### src/sv/arithmetic_range_encoder_top_defines.svh
// assertion macros for the arithmetic range encoder
`ifndef ARITHMETIC_RANGE_ENCODER_TOP_DEFINES_SVH
`define ARITHMETIC_RANGE_ENCODER_TOP_DEFINES_SVH
`ifndef SYNTHESIS
`define ARE_ASSERT(lbl, cond) \
    lbl: assert property (@(posedge i_clk) disable iff (!i_rst_n) (cond)) \
        else $error("assertion failed");
`define ARE_ASSERT_NXT(lbl, ante, cons) \
    lbl: assert property (@(posedge i_clk) disable iff (!i_rst_n) (ante) |=> (cons)) \
        else $error("assertion failed");
`else
`define ARE_ASSERT(lbl, cond)
`define ARE_ASSERT_NXT(lbl, ante, cons)
`endif
`endif

### src/sv/are_pkg.sv
// types and constants shared by the range encoder modules
package are_pkg;

    localparam int SYM_LOW_W   = 16;
    localparam int SYM_W       = 17;
    localparam int BYTE_W      = 8;
    localparam int MAX_RESULTS = 36;
    localparam int MEM_AW      = 6;
    localparam int CNT_W       = 6;

    localparam logic [1:0] REN_ZERO = 2'd0;
    localparam logic [1:0] REN_ONE  = 2'd1;
    localparam logic [1:0] REN_MID  = 2'd2;
    localparam logic [1:0] REN_STOP = 2'd3;

    typedef struct packed {
        logic                 command;
        logic [SYM_LOW_W-1:0] sym_low;
        logic [SYM_W-1:0]     sym_high;
        logic [SYM_W-1:0]     total;
    } t_in_item;

    typedef struct packed {
        logic [BYTE_W-1:0] out_byte;
        logic              last;
        logic              pending_overflow;
    } t_out_item;

    typedef struct packed {
        logic load;
        logic div_step;
        logic mul_hi;
        logic mul_lo;
        logic narrow;
        logic ren;
        logic pend;
        logic flush_bit;
        logic flush_tail;
        logic rd_issue;
        logic pop;
    } t_cmd;

    typedef struct packed {
        logic [1:0] ren_kind;
        logic       pend_zero;
        logic       pend_one;
        logic       cnt_zero;
        logic       rd_last;
    } t_sts;

endpackage

### src/sv/are_ctrl.sv
// sequencer for the range encoder
module are_ctrl #(
    parameter int CODE_WIDTH = 32
) (
    input  logic          i_clk,
    input  logic          i_rst_n,
    input  logic          i_valid,
    input  logic          i_command,
    input  logic          i_stall,
    input  are_pkg::t_sts i_sts,
    output are_pkg::t_cmd o_cmd,
    output logic          o_stall,
    output logic          o_valid
);
    localparam int DCW = $clog2(CODE_WIDTH + 1);

    localparam logic [3:0] S_IDLE  = 4'd0;
    localparam logic [3:0] S_DIV   = 4'd1;
    localparam logic [3:0] S_MULH  = 4'd2;
    localparam logic [3:0] S_MULL  = 4'd3;
    localparam logic [3:0] S_NAR   = 4'd4;
    localparam logic [3:0] S_REN   = 4'd5;
    localparam logic [3:0] S_PEND  = 4'd6;
    localparam logic [3:0] S_FBIT  = 4'd7;
    localparam logic [3:0] S_FTAIL = 4'd8;
    localparam logic [3:0] S_RD    = 4'd9;
    localparam logic [3:0] S_SHOW  = 4'd10;

    logic [3:0]     r_state, n_state;
    logic [DCW-1:0] r_div, n_div;
    logic           r_flush, n_flush;

    always_comb begin
        n_state = r_state;
        n_div   = r_div;
        n_flush = r_flush;
        o_cmd   = '0;
        unique case (r_state)
            S_IDLE: begin
                if (i_valid) begin
                    o_cmd.load = 1'b1;
                    n_flush    = i_command;
                    n_div      = DCW'(CODE_WIDTH);
                    n_state    = i_command ? S_FBIT : S_DIV;
                end
            end
            S_DIV: begin
                o_cmd.div_step = 1'b1;
                if (r_div == '0) n_state = S_MULH;
                else n_div = r_div - 1'b1;
            end
            S_MULH: begin
                o_cmd.mul_hi = 1'b1;
                n_state      = S_MULL;
            end
            S_MULL: begin
                o_cmd.mul_lo = 1'b1;
                n_state      = S_NAR;
            end
            S_NAR: begin
                o_cmd.narrow = 1'b1;
                n_state      = S_REN;
            end
            S_REN: begin
                if (i_sts.ren_kind == are_pkg::REN_STOP) begin
                    n_state = S_RD;
                end else begin
                    o_cmd.ren = 1'b1;
                    if (i_sts.ren_kind != are_pkg::REN_MID && !i_sts.pend_zero)
                        n_state = S_PEND;
                end
            end
            S_PEND: begin
                o_cmd.pend = 1'b1;
                if (i_sts.pend_one) n_state = r_flush ? S_FTAIL : S_REN;
            end
            S_FBIT: begin
                o_cmd.flush_bit = 1'b1;
                n_state         = S_PEND;
            end
            S_FTAIL: begin
                o_cmd.flush_tail = 1'b1;
                n_state          = S_RD;
            end
            S_RD: begin
                if (i_sts.cnt_zero) begin
                    n_state = S_IDLE;
                end else begin
                    o_cmd.rd_issue = 1'b1;
                    n_state        = S_SHOW;
                end
            end
            S_SHOW: begin
                if (!i_stall) begin
                    o_cmd.pop = 1'b1;
                    n_state   = i_sts.rd_last ? S_IDLE : S_RD;
                end
            end
            default: n_state = S_IDLE;
        endcase
    end

    always_ff @(posedge i_clk) begin
        if (!i_rst_n) begin
            r_state <= S_IDLE;
            r_div   <= '0;
            r_flush <= 1'b0;
        end else begin
            r_state <= n_state;
            r_div   <= n_div;
            r_flush <= n_flush;
        end
    end

    assign o_stall = (r_state != S_IDLE);
    assign o_valid = (r_state == S_SHOW);

endmodule

### src/sv/are_dp.sv
// interval, divider, bit packer and byte store of the range encoder
`include "arithmetic_range_encoder_top_defines.svh"
module are_dp #(
    parameter int CODE_WIDTH    = 32,
    parameter int PENDING_WIDTH = 8
) (
    input  logic              i_clk,
    input  logic              i_rst_n,
    input  are_pkg::t_in_item i_item,
    input  are_pkg::t_cmd     i_cmd,
    output are_pkg::t_sts     o_sts,
    output are_pkg::t_out_item o_item
);
    localparam int CW  = CODE_WIDTH;
    localparam int W   = CODE_WIDTH + 2;
    localparam int SW  = are_pkg::SYM_W;
    localparam int LW  = are_pkg::SYM_LOW_W;
    localparam int BW  = are_pkg::BYTE_W;
    localparam int NW  = are_pkg::CNT_W;
    localparam logic [CW-1:0] QUARTER = CW'(1) << (CW - 2);
    localparam logic [PENDING_WIDTH-1:0] PEND_MAX = '1;

    logic [CW-1:0]            r_low, n_low, r_high, n_high, r_nh;
    logic [PENDING_WIDTH-1:0] r_pend, n_pend;
    logic [BW-1:0]            r_buf, n_buf;
    logic [3:0]               r_bf, n_bf;
    logic                     r_ovf, n_ovf, r_bit, n_bit;
    logic [LW-1:0]            r_sl;
    logic [SW-1:0]            r_sh, r_tot;
    logic [CW:0]              r_quo;
    logic [SW-1:0]            r_rem;
    logic [W-1:0]             r_prod;
    logic [NW-1:0]            r_cnt, r_rd;
    logic [BW-1:0]            r_q;
    logic                     r_rd_last;
    logic [BW-1:0]            mem [0:(1 << are_pkg::MEM_AW)-1];

    // operand cleanup at load
    logic [SW-1:0] t0, s1, s2;
    logic [LW-1:0] l0;
    always_comb begin
        t0 = (i_item.total == '0) ? SW'(1) : i_item.total;
        s1 = (i_item.sym_high > t0) ? t0 : i_item.sym_high;
        s2 = (s1 == '0) ? SW'(1) : s1;
        l0 = ({1'b0, i_item.sym_low} >= s2) ? LW'(s2 - 1'b1) : i_item.sym_low;
    end

    // one restoring divide step
    logic [SW:0] trial;
    logic        ge;
    always_comb begin
        trial = {r_rem, r_quo[CW]};
        ge    = (trial >= {1'b0, r_tot});
    end

    logic [CW:0]   step;
    logic [W-1:0]  mul_b, sum_h, sum_l;
    logic [W+SW-1:0] prod_full;
    always_comb begin
        step      = (r_quo == '0) ? (CW+1)'(1) : r_quo;
        mul_b     = i_cmd.mul_hi ? W'(r_sh) : W'(r_sl);
        prod_full = (W+SW)'(mul_b) * (W+SW)'(step);
        sum_h     = W'(r_low) + r_prod - W'(1);
        sum_l     = W'(r_low) + r_prod;
    end

    logic [1:0] kind;
    always_comb begin
        if (!r_high[CW-1])                               kind = are_pkg::REN_ZERO;
        else if (r_low[CW-1])                            kind = are_pkg::REN_ONE;
        else if (r_low[CW-2] && !r_high[CW-2])           kind = are_pkg::REN_MID;
        else                                             kind = are_pkg::REN_STOP;
    end

    logic          put, pb, push;
    logic [BW-1:0] put_val, push_data;
    logic [2:0]    idx;

    always_comb begin
        n_low   = r_low;
        n_high  = r_high;
        n_pend  = r_pend;
        n_buf   = r_buf;
        n_bf    = r_bf;
        n_ovf   = r_ovf;
        n_bit   = r_bit;
        put     = 1'b0;
        pb      = 1'b0;
        push    = 1'b0;
        push_data = r_buf;
        if (i_cmd.narrow) begin
            n_high = r_nh;
            n_low  = (sum_l > W'(r_nh)) ? r_nh : CW'(sum_l);
        end
        if (i_cmd.ren) begin
            if (kind == are_pkg::REN_MID) begin
                if (r_pend == PEND_MAX) n_ovf = 1'b1;
                else n_pend = r_pend + 1'b1;
                n_low  = (r_low - QUARTER) << 1;
                n_high = ((r_high - QUARTER) << 1) | CW'(1);
            end else begin
                put    = 1'b1;
                pb     = (kind == are_pkg::REN_ONE);
                n_bit  = pb;
                n_low  = r_low << 1;
                n_high = (r_high << 1) | CW'(1);
            end
        end
        if (i_cmd.flush_bit) begin
            if (r_pend == PEND_MAX) n_ovf = 1'b1;
            else n_pend = r_pend + 1'b1;
            put   = 1'b1;
            pb    = r_low[CW-1] | r_low[CW-2];
            n_bit = pb;
        end
        if (i_cmd.pend) begin
            put    = 1'b1;
            pb     = ~r_bit;
            n_pend = r_pend - 1'b1;
        end
        idx     = 3'(r_bf - 4'd1);
        put_val = r_buf | (BW'(pb) << idx);
        if (put) begin
            if (r_bf == 4'd1) begin
                push      = 1'b1;
                push_data = put_val;
                n_buf     = '0;
                n_bf      = 4'd8;
            end else begin
                n_buf = put_val;
                n_bf  = r_bf - 4'd1;
            end
        end
        if (i_cmd.flush_tail) begin
            push   = (r_buf != '0);
            n_low  = '0;
            n_high = '1;
            n_pend = '0;
            n_buf  = '0;
            n_bf   = 4'd8;
        end
    end

    always_ff @(posedge i_clk) begin
        if (!i_rst_n) begin
            r_low  <= '0;
            r_high <= '1;
            r_pend <= '0;
            r_buf  <= '0;
            r_bf   <= 4'd8;
            r_ovf  <= 1'b0;
            r_bit  <= 1'b0;
            r_cnt  <= '0;
            r_rd   <= '0;
        end else begin
            r_low  <= n_low;
            r_high <= n_high;
            r_pend <= n_pend;
            r_buf  <= n_buf;
            r_bf   <= n_bf;
            r_ovf  <= n_ovf;
            r_bit  <= n_bit;
            if (i_cmd.load) begin
                r_cnt <= '0;
                r_rd  <= '0;
            end else begin
                if (push && r_cnt < NW'(are_pkg::MAX_RESULTS)) r_cnt <= r_cnt + 1'b1;
                if (i_cmd.pop) r_rd <= r_rd + 1'b1;
            end
        end
    end

    // operands, divider and products
    always_ff @(posedge i_clk) begin
        if (i_cmd.load) begin
            r_sl  <= l0;
            r_sh  <= s2;
            r_tot <= t0;
            r_quo <= {1'b0, r_high} - {1'b0, r_low} + (CW+1)'(1);
            r_rem <= '0;
        end else if (i_cmd.div_step) begin
            r_quo <= {r_quo[CW-1:0], ge};
            r_rem <= ge ? SW'(trial - {1'b0, r_tot}) : SW'(trial);
        end
        if (i_cmd.mul_hi || i_cmd.mul_lo) r_prod <= W'(prod_full);
        if (i_cmd.mul_lo) r_nh <= (sum_h > W'(r_high)) ? r_high : CW'(sum_h);
    end

    // byte store
    always_ff @(posedge i_clk) begin
        if (push && r_cnt < NW'(are_pkg::MAX_RESULTS)) mem[r_cnt] <= push_data;
        if (i_cmd.rd_issue) begin
            r_q       <= mem[r_rd];
            r_rd_last <= (r_rd == r_cnt - 1'b1);
        end
    end

    assign o_sts.ren_kind  = kind;
    assign o_sts.pend_zero = (r_pend == '0);
    assign o_sts.pend_one  = (r_pend == PENDING_WIDTH'(1));
    assign o_sts.cnt_zero  = (r_cnt == '0);
    assign o_sts.rd_last   = r_rd_last;

    assign o_item.out_byte         = r_q;
    assign o_item.last             = r_rd_last;
    assign o_item.pending_overflow = r_ovf;

    `ARE_ASSERT(bits_free_range, (r_bf != 4'd0) && (r_bf <= 4'd8))
    `ARE_ASSERT(interval_ordered, r_low <= r_high)
    `ARE_ASSERT(count_bounded, r_cnt <= NW'(are_pkg::MAX_RESULTS))
    `ARE_ASSERT_NXT(overflow_sticky, r_ovf, r_ovf)

endmodule

### src/sv/arithmetic_range_encoder_top.sv
// top level of the integer arithmetic range encoder
//  channel | direction | handshake          | payload
//  input   | in        | i_valid / o_stall  | i_item (command, sym_low, sym_high, total)
//  output  | out       | o_valid / i_stall  | o_item (out_byte, last, pending_overflow)
// an encode item is loaded, then runs the divide steps and the high product, low product and
// narrow steps, then each renormalize step, each pending bit and a closing check, then a read
// and a show per output byte; the serial restoring divider takes most of that time
// a flush item emits a flush bit, its pending bits and the partial byte before bytes go out
// reset is synchronous and active low; o_stall stays high until the last byte of an item is taken
// i_stall holds the current byte in place and halts the block
module arithmetic_range_encoder_top #(
    parameter int CODE_WIDTH    = 32,
    parameter int PENDING_WIDTH = 8
) (
    input  logic               i_clk,
    input  logic               i_rst_n,
    input  logic               i_valid,
    output logic               o_stall,
    input  are_pkg::t_in_item  i_item,
    output logic               o_valid,
    input  logic               i_stall,
    output are_pkg::t_out_item o_item
);
    are_pkg::t_cmd cmd;
    are_pkg::t_sts sts;

    are_ctrl #(
        .CODE_WIDTH(CODE_WIDTH)
    ) u_ctrl (
        .i_clk     (i_clk),
        .i_rst_n   (i_rst_n),
        .i_valid   (i_valid),
        .i_command (i_item.command),
        .i_stall   (i_stall),
        .i_sts     (sts),
        .o_cmd     (cmd),
        .o_stall   (o_stall),
        .o_valid   (o_valid)
    );

    are_dp #(
        .CODE_WIDTH   (CODE_WIDTH),
        .PENDING_WIDTH(PENDING_WIDTH)
    ) u_dp (
        .i_clk   (i_clk),
        .i_rst_n (i_rst_n),
        .i_item  (i_item),
        .i_cmd   (cmd),
        .o_sts   (sts),
        .o_item  (o_item)
    );

endmodule

### config.mk
export PLATFORM = sky130hd
export DESIGN_NAME = arithmetic_range_encoder_top
export DESIGN_NICKNAME = d
export VERILOG_FILES = /design/src/sv/are_pkg.sv /design/src/sv/are_ctrl.sv /design/src/sv/are_dp.sv /design/src/sv/arithmetic_range_encoder_top.sv
export VERILOG_INCLUDE_DIRS = /design/src /design/src/sv
export SDC_FILE = /design/constraint.sdc
export NUM_CORES = 2
export LEC_CHECK = 0
export ABC_AREA = 1
export BUFFER_PORTS_ARGS = -buffer_cell sky130_fd_sc_hd__clkbuf_2
export CORE_MARGIN = 2
export CORE_UTILIZATION = 36
export DETAILED_ROUTE_END_ITERATION = 6
export GPL_TIMING_DRIVEN = 0
export PLACE_DENSITY = 0.48
export SLEW_MARGIN = 0
export SYNTH_ARGS = -nofsm -noshare
export SYNTH_HDL_FRONTEND = slang
export SYNTH_SLANG_ARGS = --single-unit
export TNS_END_PERCENT = 20
### constraint.sdc
create_clock -name i_clk -period 13.3 [get_ports i_clk]
set_input_delay 2.66 -clock i_clk [delete_from_list [all_inputs] [get_ports i_clk]]
set_output_delay 2.66 -clock i_clk [all_outputs]
set_load 0.01 [all_outputs]
; ---- Word-level counts from Yosys, hierarchy flattened
; Memories as Yosys holds them, arrays and structs flattened. A register that Yosys moved wholly into a read port is not among the register bits.
; Cells that the tools add are included.
[op_classes]
shifts = 1
n_reduce_logical = 25
multipliers = 1
n_lt_le_gt_ge = 6
n_bitwise = 4
add_sub_neg = 15
n_div = 0
eq_ne = 25
muxes = 80
[op_table]
columns = op, count
row1 = $mux 32, 8
row2 = $mux 33, 3
row3 = $mux 17, 5
row4 = $mux 8, 9
row5 = $gt 34x32->1, 2
row6 = $sub 31x31->31 const B, 2
row7 = $pmux 4 s11, 1
row8 = $mux 4, 10
row9 = $mux 1, 37
row10 = $add 32x34->34, 1
row11 = $logic_not 17->1, 2
row12 = $mul 34x33->34, 1
row13 = $sub 34x1->34 const B, 1
row14 = $add 33x1->33 const B, 1
row15 = $logic_not 33->1, 1
row16 = $sub 32x32->33, 1
row17 = $ge 18x17->1, 1
row18 = $ge 16x17->1, 1
row19 = $gt 17x17->1, 1
row20 = $sub 17x17->17, 1
row21 = $eq 4x3->1 const B, 4
row22 = $mux 16, 1
row23 = $sub 16x1->16 const B, 1
row24 = $add 6x1->6 const B, 2
row25 = other kinds (37), 60
[totals]
ff_bits = 276
out_inout_bits = 12
word_cells = 178
ram_bits = 512
n_memories = 1
in_bits = 55
latchBits = 0
rom_bits = 0
[memory_table]
columns = memory, words, word_bits, rd, rd_clocked_by_memory_dff, wr, line
row1 = u_dp.mem, 64, 8, 1, 1, 1, are_dp.sv:36  ; logic [BW-1:0] mem [0:(1 << are_pkg::MEM_AW)-1];

; ---- Depth between registers and ports, before layout
[logic_depth]
ltp_word = 16
mapped_depth = 36
mapped_depth_nobuf = 34

; ---- Modules after synthesis
; A second synthesis with hierarchy kept.
[unflattened]
hier_cells = 6163
area_unflattened_um2 = 54828.8
[by_module_without_submodules]
columns = mod, instances, area_per_inst_um2, cells_per_inst, seq_area_each_um2
row1 = are_dp, 1, 53984.3, 6022, 22421.5
row2 = are_ctrl, 1, 844.6, 141, 220.2

; ---- Worst setup path before layout
; OpenSTA, ideal clock, no wires.
[synth_timing]
kind = flip-flop to flip-flop
startpoint = reg u_ctrl.r_state[3]
endpoint = reg u_dp.r_prod[25] (data pin)
n_path_buf = 2
stages_incl_launch_ff = 30
synth_period_minus_slack_ns = 6.701
slack_ns = 6.599
arrival_ns = 6.449
setup_time_ns = 0.252
required_time_ns = 13.048
path_cell_list = dfxtp_1 nor2_1 nand3_2 clkbuf_1 o21a_1 clkinv_1 clkbuf_1 nor2_1 fa_1 inv_1 fa_1 fa_1 fa_1 inv_1 fa_1 inv_1 fa_1 inv_1 ha_1 a21oi_1 a21boi_0 o21ai_0 a21boi_0 o21ai_0 nand2_1 nand2_1 nand3_1 nand2_1 nand2_1 nand2_1
[synth_between]
elab_chain_len = 4
[synth_rtl]
columns = element, line
row1 = start: declaration, are_ctrl.sv:29  ; logic [3:0] r_state, n_state;
row2 = start signal: assignment, are_ctrl.sv:109  ; r_state <= n_state;
row3 = $eq 4x2->1, are_ctrl.sv:38  ; unique case (r_state)
row4 = $mux 1, are_ctrl.sv:38
row5 = $mux 17, are_dp.sv:61  ; mul_b = i_cmd.mul_hi ? W'(r_sh) : W'(r_sl);
row6 = $mul 34x33->34, are_dp.sv:62  ; prod_full = (W+SW)'(mul_b) * (W+SW)'(step);
row7 = net u_dp.prod_full[25], are_dp.sv:58  ; logic [W+SW-1:0] prod_full;
row8 = end signal: assignment, are_dp.sv:185  ; if (i_cmd.mul_hi || i_cmd.mul_lo) r_prod <= W'(prod_full);
row9 = end: declaration, are_dp.sv:32  ; logic [W-1:0] r_prod;
; The timed path passes the listed nets, and every way through them passes these cells.
; A chain may end at the register's enable or synchronous reset.

; ---- Worst setup path in the final report
[layout_timing]
startpoint = reg u_ctrl.r_state[3]
endpoint = reg u_dp.r_prod[27] (data pin)
; Same word-level chain as after synthesis.

==> impl_metrics.env <==
export IMPL_setup_violations=0
export IMPL_rsz0062_at_grt="no"
export IMPL_worstMarginPinSlew_ns=1.486
export IMPL_cts_clk_slew_worst_paths_ns=0.06
export IMPL_dr_pass1_iters=6
export IMPL_synth_edf_count=670
export IMPL_wl_met3_um=11500
export IMPL_ctsRootBufferMaster="clkbuf_16"
export IMPL_boundaryPins=67
export IMPL_violations="capacitance limit"
export IMPL_end_kind="flop"
export IMPL_critPathTopFamily="adder cells"
export IMPL_synth_warnings=0
export IMPL_vias_per_cell=5.163
export IMPL_start_util_pct=36.17
export IMPL_synth_seq_cells=796
export IMPL_finalCritPeriodShare_pct=68.74
export IMPL_num_vias=44850
export IMPL_worst_hold_path_type="reg -> reg"
export IMPL_cp_required_ns=13.68
export IMPL_max_clock_path_buffers=3
export IMPL_grt_usage_pct=24.33
export IMPL_numPortBuffers=66
export IMPL_fin_nets=7277
export IMPL_drv_slew=0
export IMPL_cts_max_level=3
export IMPL_synth_cell_types=63
export IMPL_die_area_um2=155600
export IMPL_cp_start_kind="flop"
export IMPL_place_congestion=0.9326
export IMPL_synth_ff_type="edfxtp_1"
export IMPL_met1Wirelength_um=84360
export IMPL_cp_slowest_cell="o21ai_1"
export IMPL_core_area_um2=151700
export IMPL_syn_inst=6163
export IMPL_fin_cells=8686
export IMPL_critical_path_class="reg -> reg"
export IMPL_clock_sinks=796
export IMPL_synth_top_area_share_pct=36.66
export IMPL_die_x_um=394.4
export IMPL_antenna_left=0
export IMPL_dp_cells=8510
export IMPL_syn2layout_area_growth_pct=13.61
export IMPL_fill_cells=15720
export IMPL_synthesis_area_um2=54880
export IMPL_die_h_um=394.4
export IMPL_drc=0
export IMPL_maxSlewHeadroom_pct=0.5765
export IMPL_layout_drive_gt1_share_pct=4.944
export IMPL_hpwl_um=150500
export IMPL_crit_path_max_incr_delay_ns=0.88
export IMPL_worst_skew_pair_late_latency_ns=0.75
export IMPL_grt_pass1_wl_um=284300
export IMPL_cts_setup_buffers=0
export IMPL_first_global_vias=44100
export IMPL_ys_seq_area_share_pct=41.26
export IMPL_syn_avg_cell_area_um2=8.905
export IMPL_synth_largest_area_cell="edfxtp_1"
export IMPL_outcome="complete, but fails checks"
export IMPL_highest_layer="met4"
export IMPL_max_freq_mhz=109.4
export IMPL_cts_buffers=94
export IMPL_critPathMaxFanout=10
export IMPL_ys_async_sr_fraction_pct=0
export IMPL_worst_path_buf_inv=6
export IMPL_finalHoldViolCount=0
export IMPL_drt_iter0_markers=3652
export IMPL_cts_hold_buffers=0
export IMPL_cts_resized=0
export IMPL_grt_max_degree=60
export IMPL_crit_arrival_ns=9.53
export IMPL_grt_antenna_before_repair=4
export IMPL_layout_common_cells="nand2_1 (1,099), inv_1 (994), nor2_1 (692)"
export IMPL_wl_um=191700
export IMPL_wl_per_cell_um=22.07
export IMPL_min_period_ns=9.143
export IMPL_wl_met2_um=89010
export IMPL_skew_ns=0.07083
export IMPL_maxCapViolations=1
export IMPL_fin_setup_tns_ns=0
export IMPL_overflow=0
export IMPL_netlist_top_cells_area="edfxtp_1 (37%), fa_1 (13%), nand2_1 (7.5%), inv_1 (6.8%), ha_1 (6.7%)"
export IMPL_num_rows=143
export IMPL_final_common_cell="nand2_1"
export IMPL_cts_tree="done"
==> state kept, by name, summed over array words and instances (netlist names), 4 cells and up <==
| register | cells |
|---|---|
| u_dp.r_sh | 17 |
| u_dp.r_buf | 8 |
| u_dp.r_rd | 6 |
| u_dp.r_prod | 34 |
| u_dp.r_q | 8 |
| u_dp.r_quo | 33 |
| u_dp.r_sl | 16 |
| u_dp.mem | 512 |
| u_dp.r_rem | 17 |
| u_ctrl.r_state | 4 |
| u_dp.r_high | 32 |
| u_ctrl.r_div | 6 |
| u_dp.r_pend | 8 |
| u_dp.r_low | 32 |
| u_dp.r_nh | 32 |
| u_dp.r_tot | 17 |
| u_dp.r_bf | 4 |
| u_dp.r_cnt | 6 |
==> worst paths after layout <==
| kind | slack (ns) | start | cells after the start | end |
|---|---|---|---|---|
| worst max-delay path | 4.16 | u_ctrl.r_state[3] | 28 | u_dp.r_prod[27] |
| worst min-delay path | 0.47 | u_ctrl.r_div[0] | 2 | u_ctrl.r_div[0] |
| worst max register to register | 4.16 | u_ctrl.r_state[3] | 28 | u_dp.r_prod[27] |
| worst min register to register | 0.47 | u_ctrl.r_div[0] | 2 | u_ctrl.r_div[0] |
==> through the flow <==
stage	area (µm²)	util (%)	setup WS [ns]	hold WS (ns)
6_report	62350	41.09	4.157	0.4651
5_1_grt	62350	41.09	3.618	0.4858
4_1_cts	62350	41.09	4.074	0.4680
3_5_place_dp	59230	39.04	4.115	0.4596
3_3_place_gp	58590	38.61	3.098	0.4551
2_1_floorplan	55720	-	6.599	0.4380
==> worst min-delay path, delay by kind of cell, from the launching register on <==
| family | cells | cell delay [ns] |
|---|---|---|
| flip-flops | 1 | 0.31 |
| AO/OA/AOI/OAI | 1 | 0.05 |
| AND/OR/NAND/NOR | 1 | 0.06 |
==> synth_stat cells (all sizes together) (17+ instances only) <==
| library cell | number |
|---|---|
| dfxtp | 126 |
| o22ai | 110 |
| edfxtp | 670 |
| nand3 | 235 |
| nor2 | 706 |
| o211ai | 36 |
| o21ai | 436 |
| o221ai | 89 |
| xor2 | 79 |
| xnor2 | 41 |
| a31oi | 22 |
| inv | 998 |
| nor3 | 55 |
| or2 | 17 |
| buf | 21 |
| nand4 | 145 |
| clkbuf | 241 |
| fa | 352 |
| a21oi | 277 |
| nand2 | 1106 |
| ha | 294 |
==> per-layer routing <==
metal / global-route usage, % / up-vias
met4: 8.608 / 0
met1: 33.10 / 22050
li1: - / 21080
met5: 0 / -
met2: 39.81 / 1432
met3: 3.146 / 287
==> final cells by class <==
| type | instances | area, µm² | share of cell area, % |
|---|---|---|---|
| antenna | 1 | 2.502 | 0.004014 |
| sequential | 796 | 22640 | 36.31 |
| tap | 2030 | 2540 | 4.074 |
| timing repair buffer | 94 | 825.8 | 1.324 |
| clock inverter | 60 | 586.8 | 0.9412 |
| buffer | 262 | 1047 | 1.680 |
| inverter | 1006 | 3776 | 6.056 |
| multi-input combinational | 4322 | 28400 | 45.55 |
| clock buffer | 115 | 2531 | 4.060 |
==> cell families after synthesis <==
group                      share of synthesized area (%)
buffers and inverters                              8.780
other                                           0.006833
AOI/OAI and AO/OA                                  10.98
DFF                                                41.26
adders and majority gates                          19.54
xor gates and xnor gates                           1.956
and+or+nand+nor                                    17.48
Power is not shown: default switching activity piles up to over one toggle a cycle in this logic, so the estimate is an artifact.
